--- config.mk ---
export PLATFORM = sky130hd
export DESIGN_NAME = tile_grid_test_pattern_core
export DESIGN_NICKNAME = d
export VERILOG_FILES = /design/src/design/tgtp_pkg.sv /design/src/design/tgtp_front.sv /design/src/design/tgtp_cell.sv /design/src/design/tgtp_color.sv /design/src/design/tile_grid_test_pattern_core.sv
export SDC_FILE = /design/constraint.sdc
export NUM_CORES = 2
export LEC_CHECK = 0
export ABC_AREA = 1
export CAP_MARGIN = 40
export CORE_AREA = 2 2 497 597
export CTS_BUF_LIST = sky130_fd_sc_hd__clkbuf_8
export DETAILED_ROUTE_END_ITERATION = 6
export DIE_AREA = 0 0 499 599
export DONT_BUFFER_PORTS = 1
export PLACE_DENSITY = 0.55
export REMOVE_ABC_BUFFERS = 1
export SLEW_MARGIN = 40
export SYNTH_ARGS = -nofsm -noshare
export SYNTH_HDL_FRONTEND = slang
export SYNTH_SLANG_ARGS = --single-unit
--- constraint.sdc ---
create_clock -name clock -period 7.9 [get_ports clock]
set_clock_uncertainty 0.1 [all_clocks]
set_input_delay 1.58 -clock clock [delete_from_list [all_inputs] [get_ports clock]]
set_output_delay 1.58 -clock clock [all_outputs]
set_load 0.01 [all_outputs]
--- src/design/tgtp_pkg.sv ---
// Package for the tile grid test pattern core: widths, register indexes,
// reset values, palette table and modulo-seven helpers. Depends on nothing.
package tgtp_pkg;

   localparam int unsigned MAX_DIMENSION_DEFAULT = 4096;
   localparam int unsigned COORD_W   = 12;
   localparam int unsigned TILE_W    = 8;
   localparam int unsigned FRAME_W   = 13;
   localparam int unsigned NUM_W     = COORD_W + TILE_W;
   localparam int unsigned ADDR_W    = 26;
   localparam int unsigned WORD_W    = 32;
   localparam int unsigned SHIFTS_W  = 20;
   localparam int unsigned STRIDE_W  = 15;
   localparam int unsigned CSR_W     = 20;
   localparam int unsigned CSR_IDX_W = 3;
   localparam int unsigned INDEX_W   = 3;
   localparam int unsigned COLOR_W   = 24;
   localparam int unsigned PALETTE_SIZE = 7;
   // Front stage, one cell per quotient bit, index stage, packing stage.
   localparam int unsigned LATENCY   = NUM_W + 3;

   typedef enum logic [CSR_IDX_W-1:0] {
      CSR_FRAME_WIDTH    = 3'd0,
      CSR_FRAME_HEIGHT   = 3'd1,
      CSR_TILE_COLUMNS   = 3'd2,
      CSR_TILE_ROWS      = 3'd3,
      CSR_WIDE_FORMAT    = 3'd4,
      CSR_CHANNEL_SHIFTS = 3'd5,
      CSR_ALPHA_ENABLE   = 3'd6,
      CSR_LINE_STRIDE    = 3'd7
   } csr_index_type;

   localparam logic [FRAME_W-1:0]  FRAME_WIDTH_RESET    = 13'd1920;
   localparam logic [FRAME_W-1:0]  FRAME_HEIGHT_RESET   = 13'd1080;
   localparam logic [TILE_W-1:0]   TILE_COLUMNS_RESET   = 8'd6;
   localparam logic [TILE_W-1:0]   TILE_ROWS_RESET      = 8'd4;
   localparam logic                WIDE_FORMAT_RESET    = 1'b1;
   localparam logic [SHIFTS_W-1:0] CHANNEL_SHIFTS_RESET = 20'd407584;
   localparam logic                ALPHA_ENABLE_RESET   = 1'b1;
   localparam logic [STRIDE_W-1:0] LINE_STRIDE_RESET    = 15'd7680;

   localparam logic [COLOR_W-1:0] DIM_MASK = 24'h7f7f7f;

   // Red, green, blue, yellow, magenta, cyan, white; the last entry is unused.
   localparam logic [COLOR_W-1:0] PALETTE [8] = '{
      24'hff0000, 24'h00ff00, 24'h0000ff, 24'hffff00,
      24'hff00ff, 24'h00ffff, 24'hffffff, 24'h000000
   };

   typedef struct packed {
      logic                wide_format;
      logic [SHIFTS_W-1:0] channel_shifts;
      logic                alpha_enable;
   } pack_cfg_type;

   // Eight is one more than seven, so octal digits can be summed.
   function automatic logic [INDEX_W-1:0] mod7_u8(input logic [7:0] v);
      logic [4:0] s;
      logic [3:0] t;
      s = 5'(v[7:6]) + 5'(v[5:3]) + 5'(v[2:0]);
      t = 4'(s[4:3]) + 4'(s[2:0]);
      if (t >= 4'd7) begin
         t = t - 4'd7;
      end
      return t[INDEX_W-1:0];
   endfunction

   // Appends one quotient bit to a running value kept modulo seven.
   function automatic logic [INDEX_W-1:0] mod7_step(input logic [INDEX_W-1:0] m,
                                                    input logic b);
      logic [3:0] t;
      t = {m, b};
      if (t >= 4'd7) begin
         t = t - 4'd7;
      end
      return t[INDEX_W-1:0];
   endfunction

endpackage

--- src/design/tgtp_front.sv ---
// Entry stage of the tile grid test pattern core: forms both dividends and
// the byte address of an accepted item. Depends on tgtp_pkg.
module tgtp_front (
   input  logic                                 clock,
   input  logic                                 reset,
   input  logic                                 accept,
   input  logic [tgtp_pkg::COORD_W-1:0]         pixel_x,
   input  logic [tgtp_pkg::COORD_W-1:0]         pixel_y,
   input  logic [tgtp_pkg::TILE_W-1:0]          tile_columns,
   input  logic [tgtp_pkg::TILE_W-1:0]          tile_rows,
   input  logic [tgtp_pkg::STRIDE_W-1:0]        line_stride,
   input  logic                                 wide_format,
   output logic                                 valid_ff,
   output logic [tgtp_pkg::NUM_W-1:0]           col_num_ff,
   output logic [tgtp_pkg::NUM_W-1:0]           row_num_ff,
   output logic [tgtp_pkg::ADDR_W-1:0]          addr_ff
);

   localparam int unsigned LINE_W = tgtp_pkg::COORD_W + tgtp_pkg::STRIDE_W;

   logic [tgtp_pkg::NUM_W-1:0]   col_num_in;
   logic [tgtp_pkg::NUM_W-1:0]   row_num_in;
   logic [LINE_W-1:0]            line_offset;
   logic [tgtp_pkg::COORD_W+1:0] pixel_offset;
   logic [tgtp_pkg::ADDR_W-1:0]  addr_in;

   always_comb begin
      col_num_in   = tgtp_pkg::NUM_W'(pixel_x) * tgtp_pkg::NUM_W'(tile_columns);
      row_num_in   = tgtp_pkg::NUM_W'(pixel_y) * tgtp_pkg::NUM_W'(tile_rows);
      line_offset  = LINE_W'(pixel_y) * LINE_W'(line_stride);
      pixel_offset = wide_format ? {pixel_x, 2'b00} : {1'b0, pixel_x, 1'b0};
      addr_in      = tgtp_pkg::ADDR_W'(line_offset + LINE_W'(pixel_offset));
   end

   always_ff @(posedge clock) begin
      if (reset) begin
         valid_ff <= 1'b0;
      end else begin
         valid_ff <= accept;
      end
   end

   always_ff @(posedge clock) begin
      col_num_ff <= col_num_in;
      row_num_ff <= row_num_in;
      addr_ff    <= addr_in;
   end

endmodule

--- src/design/tgtp_cell.sv ---
// One cell of the divider chain: a restoring division step for the tile
// column and the tile row of one item. Depends on tgtp_pkg.
module tgtp_cell #(
   parameter int unsigned DIV_W = 13
) (
   input  logic                                clock,
   input  logic                                reset,
   input  logic [DIV_W-1:0]                    col_divisor,
   input  logic [DIV_W-1:0]                    row_divisor,
   input  logic                                valid_i,
   input  logic [DIV_W-1:0]                    col_rem_i,
   input  logic [tgtp_pkg::NUM_W-1:0]          col_num_i,
   input  logic [tgtp_pkg::INDEX_W-1:0]        col_mod_i,
   input  logic [DIV_W-1:0]                    row_rem_i,
   input  logic [tgtp_pkg::NUM_W-1:0]          row_num_i,
   input  logic [tgtp_pkg::NUM_W-1:0]          row_quot_i,
   input  logic [tgtp_pkg::INDEX_W-1:0]        row_mod_i,
   input  logic [tgtp_pkg::ADDR_W-1:0]         addr_i,
   output logic                                valid_ff,
   output logic [DIV_W-1:0]                    col_rem_ff,
   output logic [tgtp_pkg::NUM_W-1:0]          col_num_ff,
   output logic [tgtp_pkg::INDEX_W-1:0]        col_mod_ff,
   output logic [DIV_W-1:0]                    row_rem_ff,
   output logic [tgtp_pkg::NUM_W-1:0]          row_num_ff,
   output logic [tgtp_pkg::NUM_W-1:0]          row_quot_ff,
   output logic [tgtp_pkg::INDEX_W-1:0]        row_mod_ff,
   output logic [tgtp_pkg::ADDR_W-1:0]         addr_ff
);

   logic [DIV_W:0]                   col_trial;
   logic [DIV_W:0]                   col_diff;
   logic                             col_ge;
   logic [DIV_W-1:0]                 col_rem_in;
   logic [tgtp_pkg::INDEX_W-1:0]     col_mod_in;
   logic [DIV_W:0]                   row_trial;
   logic [DIV_W:0]                   row_diff;
   logic                             row_ge;
   logic [DIV_W-1:0]                 row_rem_in;
   logic [tgtp_pkg::INDEX_W-1:0]     row_mod_in;

   always_comb begin
      col_trial  = {col_rem_i, col_num_i[tgtp_pkg::NUM_W-1]};
      col_diff   = col_trial - {1'b0, col_divisor};
      col_ge     = col_trial >= {1'b0, col_divisor};
      col_rem_in = col_ge ? col_diff[DIV_W-1:0] : col_trial[DIV_W-1:0];
      col_mod_in = tgtp_pkg::mod7_step(col_mod_i, col_ge);

      row_trial  = {row_rem_i, row_num_i[tgtp_pkg::NUM_W-1]};
      row_diff   = row_trial - {1'b0, row_divisor};
      row_ge     = row_trial >= {1'b0, row_divisor};
      row_rem_in = row_ge ? row_diff[DIV_W-1:0] : row_trial[DIV_W-1:0];
      row_mod_in = tgtp_pkg::mod7_step(row_mod_i, row_ge);
   end

   always_ff @(posedge clock) begin
      if (reset) begin
         valid_ff <= 1'b0;
      end else begin
         valid_ff <= valid_i;
      end
   end

   always_ff @(posedge clock) begin
      col_rem_ff  <= col_rem_in;
      col_num_ff  <= {col_num_i[tgtp_pkg::NUM_W-2:0], 1'b0};
      col_mod_ff  <= col_mod_in;
      row_rem_ff  <= row_rem_in;
      row_num_ff  <= {row_num_i[tgtp_pkg::NUM_W-2:0], 1'b0};
      row_quot_ff <= {row_quot_i[tgtp_pkg::NUM_W-2:0], row_ge};
      row_mod_ff  <= row_mod_in;
      addr_ff     <= addr_i;
   end

endmodule

--- src/design/tgtp_color.sv ---
// Last two stages of the tile grid test pattern core: palette index and
// dimming, then the packed pixel word. Depends on tgtp_pkg.
module tgtp_color (
   input  logic                                 clock,
   input  logic                                 reset,
   input  logic                                 valid_i,
   input  logic [tgtp_pkg::INDEX_W-1:0]         col_mod_i,
   input  logic [tgtp_pkg::INDEX_W-1:0]         row_mod_i,
   input  logic [tgtp_pkg::NUM_W-1:0]           row_quot_i,
   input  logic [tgtp_pkg::ADDR_W-1:0]          addr_i,
   input  logic [tgtp_pkg::TILE_W-1:0]          tile_columns,
   input  logic [tgtp_pkg::TILE_W-1:0]          tile_rows,
   input  logic                                 width_zero,
   input  logic                                 height_zero,
   input  tgtp_pkg::pack_cfg_type               pack_cfg,
   output logic                                 rsp_valid_ff,
   output logic [tgtp_pkg::WORD_W-1:0]          rsp_pixel_word_ff,
   output logic [tgtp_pkg::ADDR_W-1:0]          rsp_byte_address_ff,
   output logic [tgtp_pkg::INDEX_W-1:0]         rsp_palette_index_ff,
   output logic                                 rsp_dimmed_ff
);

   logic [tgtp_pkg::INDEX_W-1:0] col_mod;
   logic [tgtp_pkg::INDEX_W-1:0] row_mod;
   logic [tgtp_pkg::NUM_W-1:0]   row_quot;
   logic [5:0]                   grid_prod;
   logic [7:0]                   grid_sum;
   logic [tgtp_pkg::INDEX_W-1:0] index_in;
   logic                         dim_in;

   logic                         valid_ff;
   logic [tgtp_pkg::INDEX_W-1:0] index_ff;
   logic                         dim_ff;
   logic [tgtp_pkg::ADDR_W-1:0]  addr_ff;

   logic [tgtp_pkg::COLOR_W-1:0] color;
   logic [4:0]                   red_shift;
   logic [4:0]                   green_shift;
   logic [4:0]                   blue_shift;
   logic [4:0]                   alpha_shift;
   logic [tgtp_pkg::WORD_W-1:0]  word_in;

   always_comb begin
      col_mod   = width_zero ? '0 : col_mod_i;
      row_mod   = height_zero ? '0 : row_mod_i;
      row_quot  = height_zero ? '0 : row_quot_i;
      grid_prod = 6'(row_mod) * 6'(tgtp_pkg::mod7_u8(tile_columns));
      grid_sum  = 8'(grid_prod) + 8'(col_mod);
      index_in  = tgtp_pkg::mod7_u8(grid_sum);
      dim_in    = row_quot >= tgtp_pkg::NUM_W'(tile_rows >> 1);
   end

   always_ff @(posedge clock) begin
      if (reset) begin
         valid_ff <= 1'b0;
      end else begin
         valid_ff <= valid_i;
      end
   end

   always_ff @(posedge clock) begin
      index_ff <= index_in;
      dim_ff   <= dim_in;
      addr_ff  <= addr_i;
   end

   always_comb begin
      color = tgtp_pkg::PALETTE[index_ff];
      if (dim_ff) begin
         color = (color >> 1) & tgtp_pkg::DIM_MASK;
      end
      red_shift   = pack_cfg.channel_shifts[19:15];
      green_shift = pack_cfg.channel_shifts[14:10];
      blue_shift  = pack_cfg.channel_shifts[9:5];
      alpha_shift = pack_cfg.channel_shifts[4:0];
      if (pack_cfg.wide_format) begin
         word_in = (tgtp_pkg::WORD_W'(color[23:16]) << red_shift)
                 | (tgtp_pkg::WORD_W'(color[15:8]) << green_shift)
                 | (tgtp_pkg::WORD_W'(color[7:0]) << blue_shift);
         if (pack_cfg.alpha_enable) begin
            word_in = word_in | (tgtp_pkg::WORD_W'(8'hff) << alpha_shift);
         end
      end else begin
         word_in = {16'd0, color[23:19], color[15:10], color[7:3]};
      end
   end

   always_ff @(posedge clock) begin
      if (reset) begin
         rsp_valid_ff <= 1'b0;
      end else begin
         rsp_valid_ff <= valid_ff;
      end
   end

   always_ff @(posedge clock) begin
      rsp_pixel_word_ff    <= word_in;
      rsp_byte_address_ff  <= addr_ff;
      rsp_palette_index_ff <= index_ff;
      rsp_dimmed_ff        <= dim_ff;
   end

endmodule

--- src/design/tile_grid_test_pattern_core.sv ---
// Top level of the tile grid test pattern core: register file, entry stage,
// divider chain of tgtp_cell and the color stages. Depends on tgtp_pkg.
//
// The core takes one pixel coordinate in every clock cycle and returns its
// pattern word, byte address, palette index and dim flag, one item per cycle
// with no gaps, so busy stays low. Its stages are one entry stage, a divider
// chain with one cell per quotient bit of the 20-bit product of coordinate
// and tile count, and two color stages. The receiver cannot stall; every
// result is shown for exactly one cycle under rsp_valid. The user must write
// registers only while no item is in flight; the core does not enforce it.
module tile_grid_test_pattern_core #(
   parameter int unsigned MAX_DIMENSION = tgtp_pkg::MAX_DIMENSION_DEFAULT
) (
   input  logic                                 clock,
   input  logic                                 reset,
   input  logic                                 start,
   output logic                                 busy,
   input  logic [tgtp_pkg::COORD_W-1:0]         req_pixel_x,
   input  logic [tgtp_pkg::COORD_W-1:0]         req_pixel_y,
   output logic                                 rsp_valid,
   output logic [tgtp_pkg::WORD_W-1:0]          rsp_pixel_word,
   output logic [tgtp_pkg::ADDR_W-1:0]          rsp_byte_address,
   output logic [tgtp_pkg::INDEX_W-1:0]         rsp_palette_index,
   output logic                                 rsp_dimmed,
   input  logic                                 csr_write_enable,
   input  logic [tgtp_pkg::CSR_IDX_W-1:0]       csr_index,
   input  logic [tgtp_pkg::CSR_W-1:0]           csr_write_data
);

   localparam int unsigned DIV_W = $clog2(MAX_DIMENSION + 1);
   localparam int unsigned NUM_W = tgtp_pkg::NUM_W;
   localparam logic [DIV_W-1:0] MAX_DIV = DIV_W'(MAX_DIMENSION);

   logic [tgtp_pkg::FRAME_W-1:0]  frame_width_ff;
   logic [tgtp_pkg::FRAME_W-1:0]  frame_height_ff;
   logic [tgtp_pkg::TILE_W-1:0]   tile_columns_ff;
   logic [tgtp_pkg::TILE_W-1:0]   tile_rows_ff;
   logic                          wide_format_ff;
   logic [tgtp_pkg::SHIFTS_W-1:0] channel_shifts_ff;
   logic                          alpha_enable_ff;
   logic [tgtp_pkg::STRIDE_W-1:0] line_stride_ff;

   logic [31:0]                   width_wide;
   logic [31:0]                   height_wide;
   logic [DIV_W-1:0]              col_divisor;
   logic [DIV_W-1:0]              row_divisor;
   logic                          width_zero;
   logic                          height_zero;
   tgtp_pkg::pack_cfg_type        pack_cfg;

   logic                          chain_valid    [NUM_W+1];
   logic [DIV_W-1:0]              chain_col_rem  [NUM_W+1];
   logic [NUM_W-1:0]              chain_col_num  [NUM_W+1];
   logic [tgtp_pkg::INDEX_W-1:0]  chain_col_mod  [NUM_W+1];
   logic [DIV_W-1:0]              chain_row_rem  [NUM_W+1];
   logic [NUM_W-1:0]              chain_row_num  [NUM_W+1];
   logic [NUM_W-1:0]              chain_row_quot [NUM_W+1];
   logic [tgtp_pkg::INDEX_W-1:0]  chain_row_mod  [NUM_W+1];
   logic [tgtp_pkg::ADDR_W-1:0]   chain_addr     [NUM_W+1];

   always_ff @(posedge clock) begin
      if (reset) begin
         frame_width_ff    <= tgtp_pkg::FRAME_WIDTH_RESET;
         frame_height_ff   <= tgtp_pkg::FRAME_HEIGHT_RESET;
         tile_columns_ff   <= tgtp_pkg::TILE_COLUMNS_RESET;
         tile_rows_ff      <= tgtp_pkg::TILE_ROWS_RESET;
         wide_format_ff    <= tgtp_pkg::WIDE_FORMAT_RESET;
         channel_shifts_ff <= tgtp_pkg::CHANNEL_SHIFTS_RESET;
         alpha_enable_ff   <= tgtp_pkg::ALPHA_ENABLE_RESET;
         line_stride_ff    <= tgtp_pkg::LINE_STRIDE_RESET;
      end else if (csr_write_enable) begin
         case (csr_index)
            tgtp_pkg::CSR_FRAME_WIDTH: begin
               frame_width_ff <= csr_write_data[tgtp_pkg::FRAME_W-1:0];
            end
            tgtp_pkg::CSR_FRAME_HEIGHT: begin
               frame_height_ff <= csr_write_data[tgtp_pkg::FRAME_W-1:0];
            end
            tgtp_pkg::CSR_TILE_COLUMNS: begin
               tile_columns_ff <= csr_write_data[tgtp_pkg::TILE_W-1:0];
            end
            tgtp_pkg::CSR_TILE_ROWS: begin
               tile_rows_ff <= csr_write_data[tgtp_pkg::TILE_W-1:0];
            end
            tgtp_pkg::CSR_WIDE_FORMAT: begin
               wide_format_ff <= csr_write_data[0];
            end
            tgtp_pkg::CSR_CHANNEL_SHIFTS: begin
               channel_shifts_ff <= csr_write_data[tgtp_pkg::SHIFTS_W-1:0];
            end
            tgtp_pkg::CSR_ALPHA_ENABLE: begin
               alpha_enable_ff <= csr_write_data[0];
            end
            tgtp_pkg::CSR_LINE_STRIDE: begin
               line_stride_ff <= csr_write_data[tgtp_pkg::STRIDE_W-1:0];
            end
            default: begin
               line_stride_ff <= line_stride_ff;
            end
         endcase
      end
   end

   // Frame sizes above the supported maximum count as the maximum.
   always_comb begin
      width_wide   = 32'(frame_width_ff);
      height_wide  = 32'(frame_height_ff);
      col_divisor  = (width_wide > 32'(MAX_DIMENSION)) ? MAX_DIV : width_wide[DIV_W-1:0];
      row_divisor  = (height_wide > 32'(MAX_DIMENSION)) ? MAX_DIV : height_wide[DIV_W-1:0];
      width_zero   = frame_width_ff == '0;
      height_zero  = frame_height_ff == '0;
      pack_cfg.wide_format    = wide_format_ff;
      pack_cfg.channel_shifts = channel_shifts_ff;
      pack_cfg.alpha_enable   = alpha_enable_ff;
   end

   assign busy = 1'b0;

   tgtp_front u_front (
      .clock        (clock),
      .reset        (reset),
      .accept       (start && !busy),
      .pixel_x      (req_pixel_x),
      .pixel_y      (req_pixel_y),
      .tile_columns (tile_columns_ff),
      .tile_rows    (tile_rows_ff),
      .line_stride  (line_stride_ff),
      .wide_format  (wide_format_ff),
      .valid_ff     (chain_valid[0]),
      .col_num_ff   (chain_col_num[0]),
      .row_num_ff   (chain_row_num[0]),
      .addr_ff      (chain_addr[0])
   );

   assign chain_col_rem[0]  = '0;
   assign chain_col_mod[0]  = '0;
   assign chain_row_rem[0]  = '0;
   assign chain_row_quot[0] = '0;
   assign chain_row_mod[0]  = '0;

   for (genvar i = 0; i < NUM_W; i++) begin : g_cell
      tgtp_cell #(
         .DIV_W (DIV_W)
      ) u_cell (
         .clock       (clock),
         .reset       (reset),
         .col_divisor (col_divisor),
         .row_divisor (row_divisor),
         .valid_i     (chain_valid[i]),
         .col_rem_i   (chain_col_rem[i]),
         .col_num_i   (chain_col_num[i]),
         .col_mod_i   (chain_col_mod[i]),
         .row_rem_i   (chain_row_rem[i]),
         .row_num_i   (chain_row_num[i]),
         .row_quot_i  (chain_row_quot[i]),
         .row_mod_i   (chain_row_mod[i]),
         .addr_i      (chain_addr[i]),
         .valid_ff    (chain_valid[i+1]),
         .col_rem_ff  (chain_col_rem[i+1]),
         .col_num_ff  (chain_col_num[i+1]),
         .col_mod_ff  (chain_col_mod[i+1]),
         .row_rem_ff  (chain_row_rem[i+1]),
         .row_num_ff  (chain_row_num[i+1]),
         .row_quot_ff (chain_row_quot[i+1]),
         .row_mod_ff  (chain_row_mod[i+1]),
         .addr_ff     (chain_addr[i+1])
      );
   end

   tgtp_color u_color (
      .clock                (clock),
      .reset                (reset),
      .valid_i              (chain_valid[NUM_W]),
      .col_mod_i            (chain_col_mod[NUM_W]),
      .row_mod_i            (chain_row_mod[NUM_W]),
      .row_quot_i           (chain_row_quot[NUM_W]),
      .addr_i               (chain_addr[NUM_W]),
      .tile_columns         (tile_columns_ff),
      .tile_rows            (tile_rows_ff),
      .width_zero           (width_zero),
      .height_zero          (height_zero),
      .pack_cfg             (pack_cfg),
      .rsp_valid_ff         (rsp_valid),
      .rsp_pixel_word_ff    (rsp_pixel_word),
      .rsp_byte_address_ff  (rsp_byte_address),
      .rsp_palette_index_ff (rsp_palette_index),
      .rsp_dimmed_ff        (rsp_dimmed)
   );

endmodule

# After elaboration in Yosys (flattened, before gate mapping)
# Memory sizes are Yosys's and may differ from the RTL's.
# Index checks and enable logic that the tools add are counted.
# word_totals
out_inout_bits	64
regBits	1984
mem_count	1
elab_cells	498
inputBits	51
romBits	192
# memory_table
memory	words	word_bits	rd	rd_clocked_by_memory_dff	write_ports	line_no	rtl
(no name shown)	8	24	1	0	0	tgtp_color.sv:68	color = tgtp_pkg::PALETTE[index_ff];
# classes
magnitude_cmp	86
shift	4
n_bitwise	4
multipliers	4
addsub	88
n_eq_ne	7
n_reduce_logical	11
n_mux	91
# op_table
cell	count
$ge 14x13->1	38
$mux 13	38
$sub 13x13->13	36
$ge 4x3->1 const B	40
$mux 3	42
$sub 3x3->3 const B	40
$or 32x32->32	3
$shl 8x5->32	3
$mux 24	3
$mul 12x8->20	2
$mux 32	1
$shl 8x5->32 const A	1
$add 26x14->26	1
$ge 1x13->1	2
$gt 13x13->1 const B	2
$logic_not 13->1	2
$mul 12x15->26	1
$sub 1x13->13	2
$ge 20x7->1	1
$mux 20	1
$add 2x3->4	4
$mux 16	1
$reduce_and 2->1	8
$mux 14	1
other kinds (12)	22

# Depth between registers and ports, before layout
# depth
word_depth	12
ltp_mapped	44
depth_no_buf	44

# Modules after synthesis
# A second synthesis with hierarchy kept.
# unflattened
hier_cells	14530
area_unflattened_um2	119495.9
# modules_own_cells
module	cells_each	n_inst	area_per_inst_um2
tgtp_cell at g_cell[0].u_cell ...	569	16	4820.9
tgtp_cell at g_cell[2].u_cell ...	567	4	4858.4
tgtp_front	2014	1	14604.0
tgtp_color	728	1	5226.3
tile_grid_test_pattern_core	416	1	3098.0

# Worst setup path after synthesis
# Ideal clock, no wire load.
# synth_path
path_type	flip-flop to flip-flop
start	reg tile_columns_ff[3] (netlist bit)
end	reg u_color.index_ff[0] (netlist bit)
synth_period_minus_slack_ns	7.720
setup_slack_ns	0.180
t_required_ns	7.680
t_arrival_ns	7.500
path_stages_with_launch	43
path_buffers	0
path_cell_list	dfxtp_1 -> ha_1 -> fa_1 -> xor2_1 -> ha_1 -> a21oi_1 -> nand2_1 -> xnor2_1 -> ha_1 -> inv_1 -> fa_1 -> inv_1 -> ha_1 -> nand2_1 -> nand2_1 -> nor2_1 -> a21oi_1 -> or2_2 -> (+7 left out) -> nor2_1 -> ha_1 -> ha_1 -> xnor2_1 -> inv_1 -> ha_1 -> nand2_1 -> nand2_1 -> a31oi_1 -> xor2_1 -> ha_1 -> inv_1 -> fa_1 -> inv_1 -> ha_1 -> nand2_1 -> nand2_1 -> xor2_1
# synth_via
elab_chain_len	12
elab_cells_between_ends	14
cone_classes	add/sub: 9; mul: 1; order compare: 2; mux: 2
# synth_rtl
element	line_no	rtl
from (decl)	tile_grid_test_pattern_core.sv:36	logic [tgtp_pkg::TILE_W-1:0] tile_columns_ff;
from (signal assigned)	tile_grid_test_pattern_core.sv:65	tile_columns_ff <= tgtp_pkg::TILE_COLUMNS_RESET;
from (signal assigned)	tile_grid_test_pattern_core.sv:80	tile_columns_ff <= csr_write_data[tgtp_pkg::TILE_W-1:0];
$add 2x3->4 *	tgtp_pkg.sv:60	s = 5'(v[7:6]) + 5'(v[5:3]) + 5'(v[2:0]);
$add 5x3->5 *	tgtp_pkg.sv:60	
$add 2x3->4 *	tgtp_pkg.sv:61	t = 4'(s[4:3]) + 4'(s[2:0]);
$ge 4x3->1 / $sub 3x3->3 (equally long branches)	tgtp_pkg.sv:62, tgtp_pkg.sv:63	
$mux 3 *	tgtp_pkg.sv:62	if (t >= 4'd7) begin
$mul 3x3->6 *	tgtp_color.sv:47	grid_prod = 6'(row_mod) * 6'(tgtp_pkg::mod7_u8(tile_columns));
$add 6x3->7 *	tgtp_color.sv:48	grid_sum = 8'(grid_prod) + 8'(col_mod);
$add 2x3->4	tgtp_pkg.sv:60	
$add 5x3->5 *	tgtp_pkg.sv:60	
$add 2x3->4 *	tgtp_pkg.sv:61	
$ge 4x3->1 / $sub 3x3->3 (equally long branches)	tgtp_pkg.sv:62, tgtp_pkg.sv:63	
$mux 3 *	tgtp_pkg.sv:62	
net u_color.index_in, one bit	tgtp_color.sv:28	logic [tgtp_pkg::INDEX_W-1:0] index_in;
to (signal assigned)	tgtp_color.sv:62	index_ff <= index_in;
to (decl)	tgtp_color.sv:32	logic [tgtp_pkg::INDEX_W-1:0] index_ff;
# The timed path passes the listed nets; every way through them passes the cells marked *.
# A chain may end at the register's enable or synchronous reset.

# Worst setup path after layout
# layout_path
start	reg tile_columns_ff[3] (netlist bit)
end	reg u_color.index_ff[1] (netlist bit)
# Same word-level chain as after synthesis.

==> reports/metrics.cfg <==
[run_status]
status=finished, final reports clean

[hold_path]
hp-class=flip-flop to flip-flop
whs_path_depth=0
hold_end=g_cell[11].u_cell.addr_ff[7]
min_from=g_cell[10].u_cell.addr_ff[7]

[worst_setup_path]
reg2reg_depth=43
r2r-end=u_color.index_ff[1]
crit_arrival_ns=8.43
crit_path_end_kind=flip-flop
r2r-start=tile_columns_ff[3]
critPathKind=flip-flop to flip-flop
path_buf_inv=6
slowest_stage=fa_1
critPathTopFamily=adder cells
worstPathMaxFanout=4
start_kind=flip-flop
cpPeakStageDelay_ns=0.59
r2r_setup_slack_ns=0.13
required_ns=8.56

[pwr]
ir_drop_mv=0.663
power_density_mw_per_mm2=387
p_leak_nw=46.8

[clocking]
clkLatencyLatePin_ns=0.98
cts.path.max_buffers=4
root_buffer=clkbuf_8
cts_hold_buffers=0
clkTransAtPathRegs_ns=0.06
htreeDepth=5
clkSinkCount=1975
numCtsBuffers=329
cts_tree=done

[sta]
tightest_slew_ns=0.775
max_freq_ghz=0.129
hold_viol=0
setup_viol=0
finalCritPeriodShare_pct=98.3
rsz0062_at_grt=true
min_period_ns=7.77
slew_headroom_pct=48.2
finalSetupTns_ns=0
slew_violations=0

[synthesis]
ys_types=58
synthesis.area_mm2=0.0875
synth-edff-count=0
syn_avg_cell_area_um2=8.83
seq_area_frac_synth_pct=45.2
synthesis.instances=9906
synth_commonest_cells=nand2_1, dfxtp_1, inv_1, o21ai_0, ha_1
yosysTopAreaCellShare_pct=45.2
synthArstFlopShare_pct=0
synth_flop_cell=dfxtp_1
synth.most_common_cell=nand2_1
synth_area_leader_cell=dfxtp_1
ys_warn_count=0
synth_seq_cells=1975
ys_top_cells_by_area=dfxtp_1, ha_1, nand2_1

[finish]
fillers=30427
fin_nets=11186
final_util_pct=33.8
area_growth_syn_to_layout_pct=13.1
drive_gt1_share_pct=7.63
fin_cells=14214

[global_routing]
grt_overflow=0
grt_max_degree=66
grt_pass1_wl_um=323000
grt_pass1_vias=61786
grt.total_usage_pct=13.3
grt_antenna_before_repair=4

[floorplan]
die_x_um=499
initial_core_util_pct=29.8
placementRows=218
die_h_um=599
dieArea_mm2=0.299
pin_count=115
core_mm2=0.293

[routing]
dr.first_iter.drc_count=3092
wl_um=202000
drtAntennaViolNets=0
dr_total_vias=62531
via_per_inst=4.40
drc=0
dr.pass1.iters=6
avgRoutedWirePerCell_um=14.2

[placed_design]
hpwl_um=147000
dpl.cell_count=13623
gp_congestion=0.911
numPortBuffers=0

[flow_run]
maxCapViolations=0

==> timing repair <==
| action | 4_1_cts | 5_1_grt |
|---|---|---|
| pin swaps | 11 | 32 |
| setup buffers | 2 | 6 |
| resized for setup | 11 | 46 |
| endpoints found under the setup margin | 3 | 3 |
==> cells by family after synthesis <==
logic type,Yosys count,share of synthesized area [%]
buffers and inverters,1547,7.06
multiplexers,33,0.425
AO/OA/AOI/OAI,1556,9.82
XOR/XNOR,472,4.72
adder cells (fa/ha/maj),1022,17.2
other,1,0.00428
flip-flops,1975,45.2
AND/OR/NAND/NOR,3300,15.6
==> worst max path at each step <==
stage,start,end,cells past startpoint
4_1_cts,tile_columns_ff[3],u_color.index_ff[1],42
6_report,tile_columns_ff[3],u_color.index_ff[1],43
3_5_place_dp,tile_columns_ff[3],u_color.index_ff[1],40
2_1_floorplan,tile_columns_ff[3],u_color.index_ff[0],42
3_3_place_gp,tile_columns_ff[3],u_color.index_ff[1],40
5_1_grt,tile_columns_ff[3],u_color.index_ff[1],43
==> registers in the layout, summed over array words and instances, names as in the netlist, 8 cells and up <==
register / count
frame_width_ff: 13
line_stride_ff: 15
g_cell.u_cell.col_mod_ff: 57
frame_height_ff: 13
channel_shifts_ff: 20
tile_rows_ff: 8
g_cell.u_cell.addr_ff: 520
u_color.rsp_byte_address_ff: 26
g_cell.u_cell.col_num_ff: 190
u_front.row_num_ff: 20
u_front.addr_ff: 26
g_cell.u_cell.row_mod_ff: 55
g_cell.u_cell.col_rem_ff: 247
u_color.addr_ff: 26
u_front.col_num_ff: 20
g_cell.u_cell.valid_ff: 20
tile_columns_ff: 8
u_color.rsp_pixel_word_ff: 32
g_cell.u_cell.row_num_ff: 190
g_cell.u_cell.row_quot_ff: 209
g_cell.u_cell.row_rem_ff: 247
==> power breakdown <==
group | total (W) | switching [W] | internal [W] | leakage, nW
Clock | 0.00924 | 0.00404 | 0.00520 | 3.85
Combinational | 0.0141 | 0.00831 | 0.00579 | 26.5
Sequential | 0.0150 | 0.00140 | 0.0136 | 16.5
Total | 0.0383 | 0.0137 | 0.0246 | 46.8
==> area by class of cell <==
cell class / instances / area (µm²) / area share (%)
repair buffers: 66 / 507 / 0.512
diodes: 7 / 17.5 / 0.0177
clock inverters: 177 / 1360 / 1.37
multi-input cells: 6384 / 42200 / 42.6
clock buffers: 398 / 5480 / 5.53
flip-flops and latches: 1975 / 39500 / 39.9
inverters: 1357 / 5100 / 5.15
well taps: 3850 / 4820 / 4.87
==> metrics by stage <==
stage	setup slack (ns)	area, µm²	power (W)	hold WS [ns]
2_1_floorplan	0.0575	86400	0.0249	0.210
3_3_place_gp	-0.252	91700	0.0287	0.210
3_5_place_dp	-0.254	91800	0.0288	0.212
4_1_cts	0.0153	98700	0.0384	0.125
5_1_grt	-0.234	99000	0.0417	0.130
6_report	0.130	99000	0.0383	0.131
==> layer usage <==
layer | GRT usage, % | part of all wire [%] | routed length [µm] | vias to the layer above
met5 | 0 | 0 | 0 | -
li1 | - | - | - | 32268
met3 | 2.31 | 4.4 | 9000 | 362
met2 | 24.0 | 50 | 100000 | 1122
met4 | 4.98 | 3.3 | 6690 | 0
met1 | 15.7 | 43 | 86200 | 28779
==> cells in the final DEF (no fill, tap or decap), types with 62 or more instances in the layout <==
cell	n
xnor2_1	231
inv_1	1403
nand4_1	83
dfxtp_1	1973
nand2_1	2136
clkbuf_8	398
buf_4	63
ha_1	704
o21ai_1	81
a21oi_1	451
nor2_1	502
nor3_1	89
fa_1	304
o21ai_0	748
o211ai_1	62
nand3_1	361
xor2_1	236
Note: power is estimated with default switching activity, not from simulation.
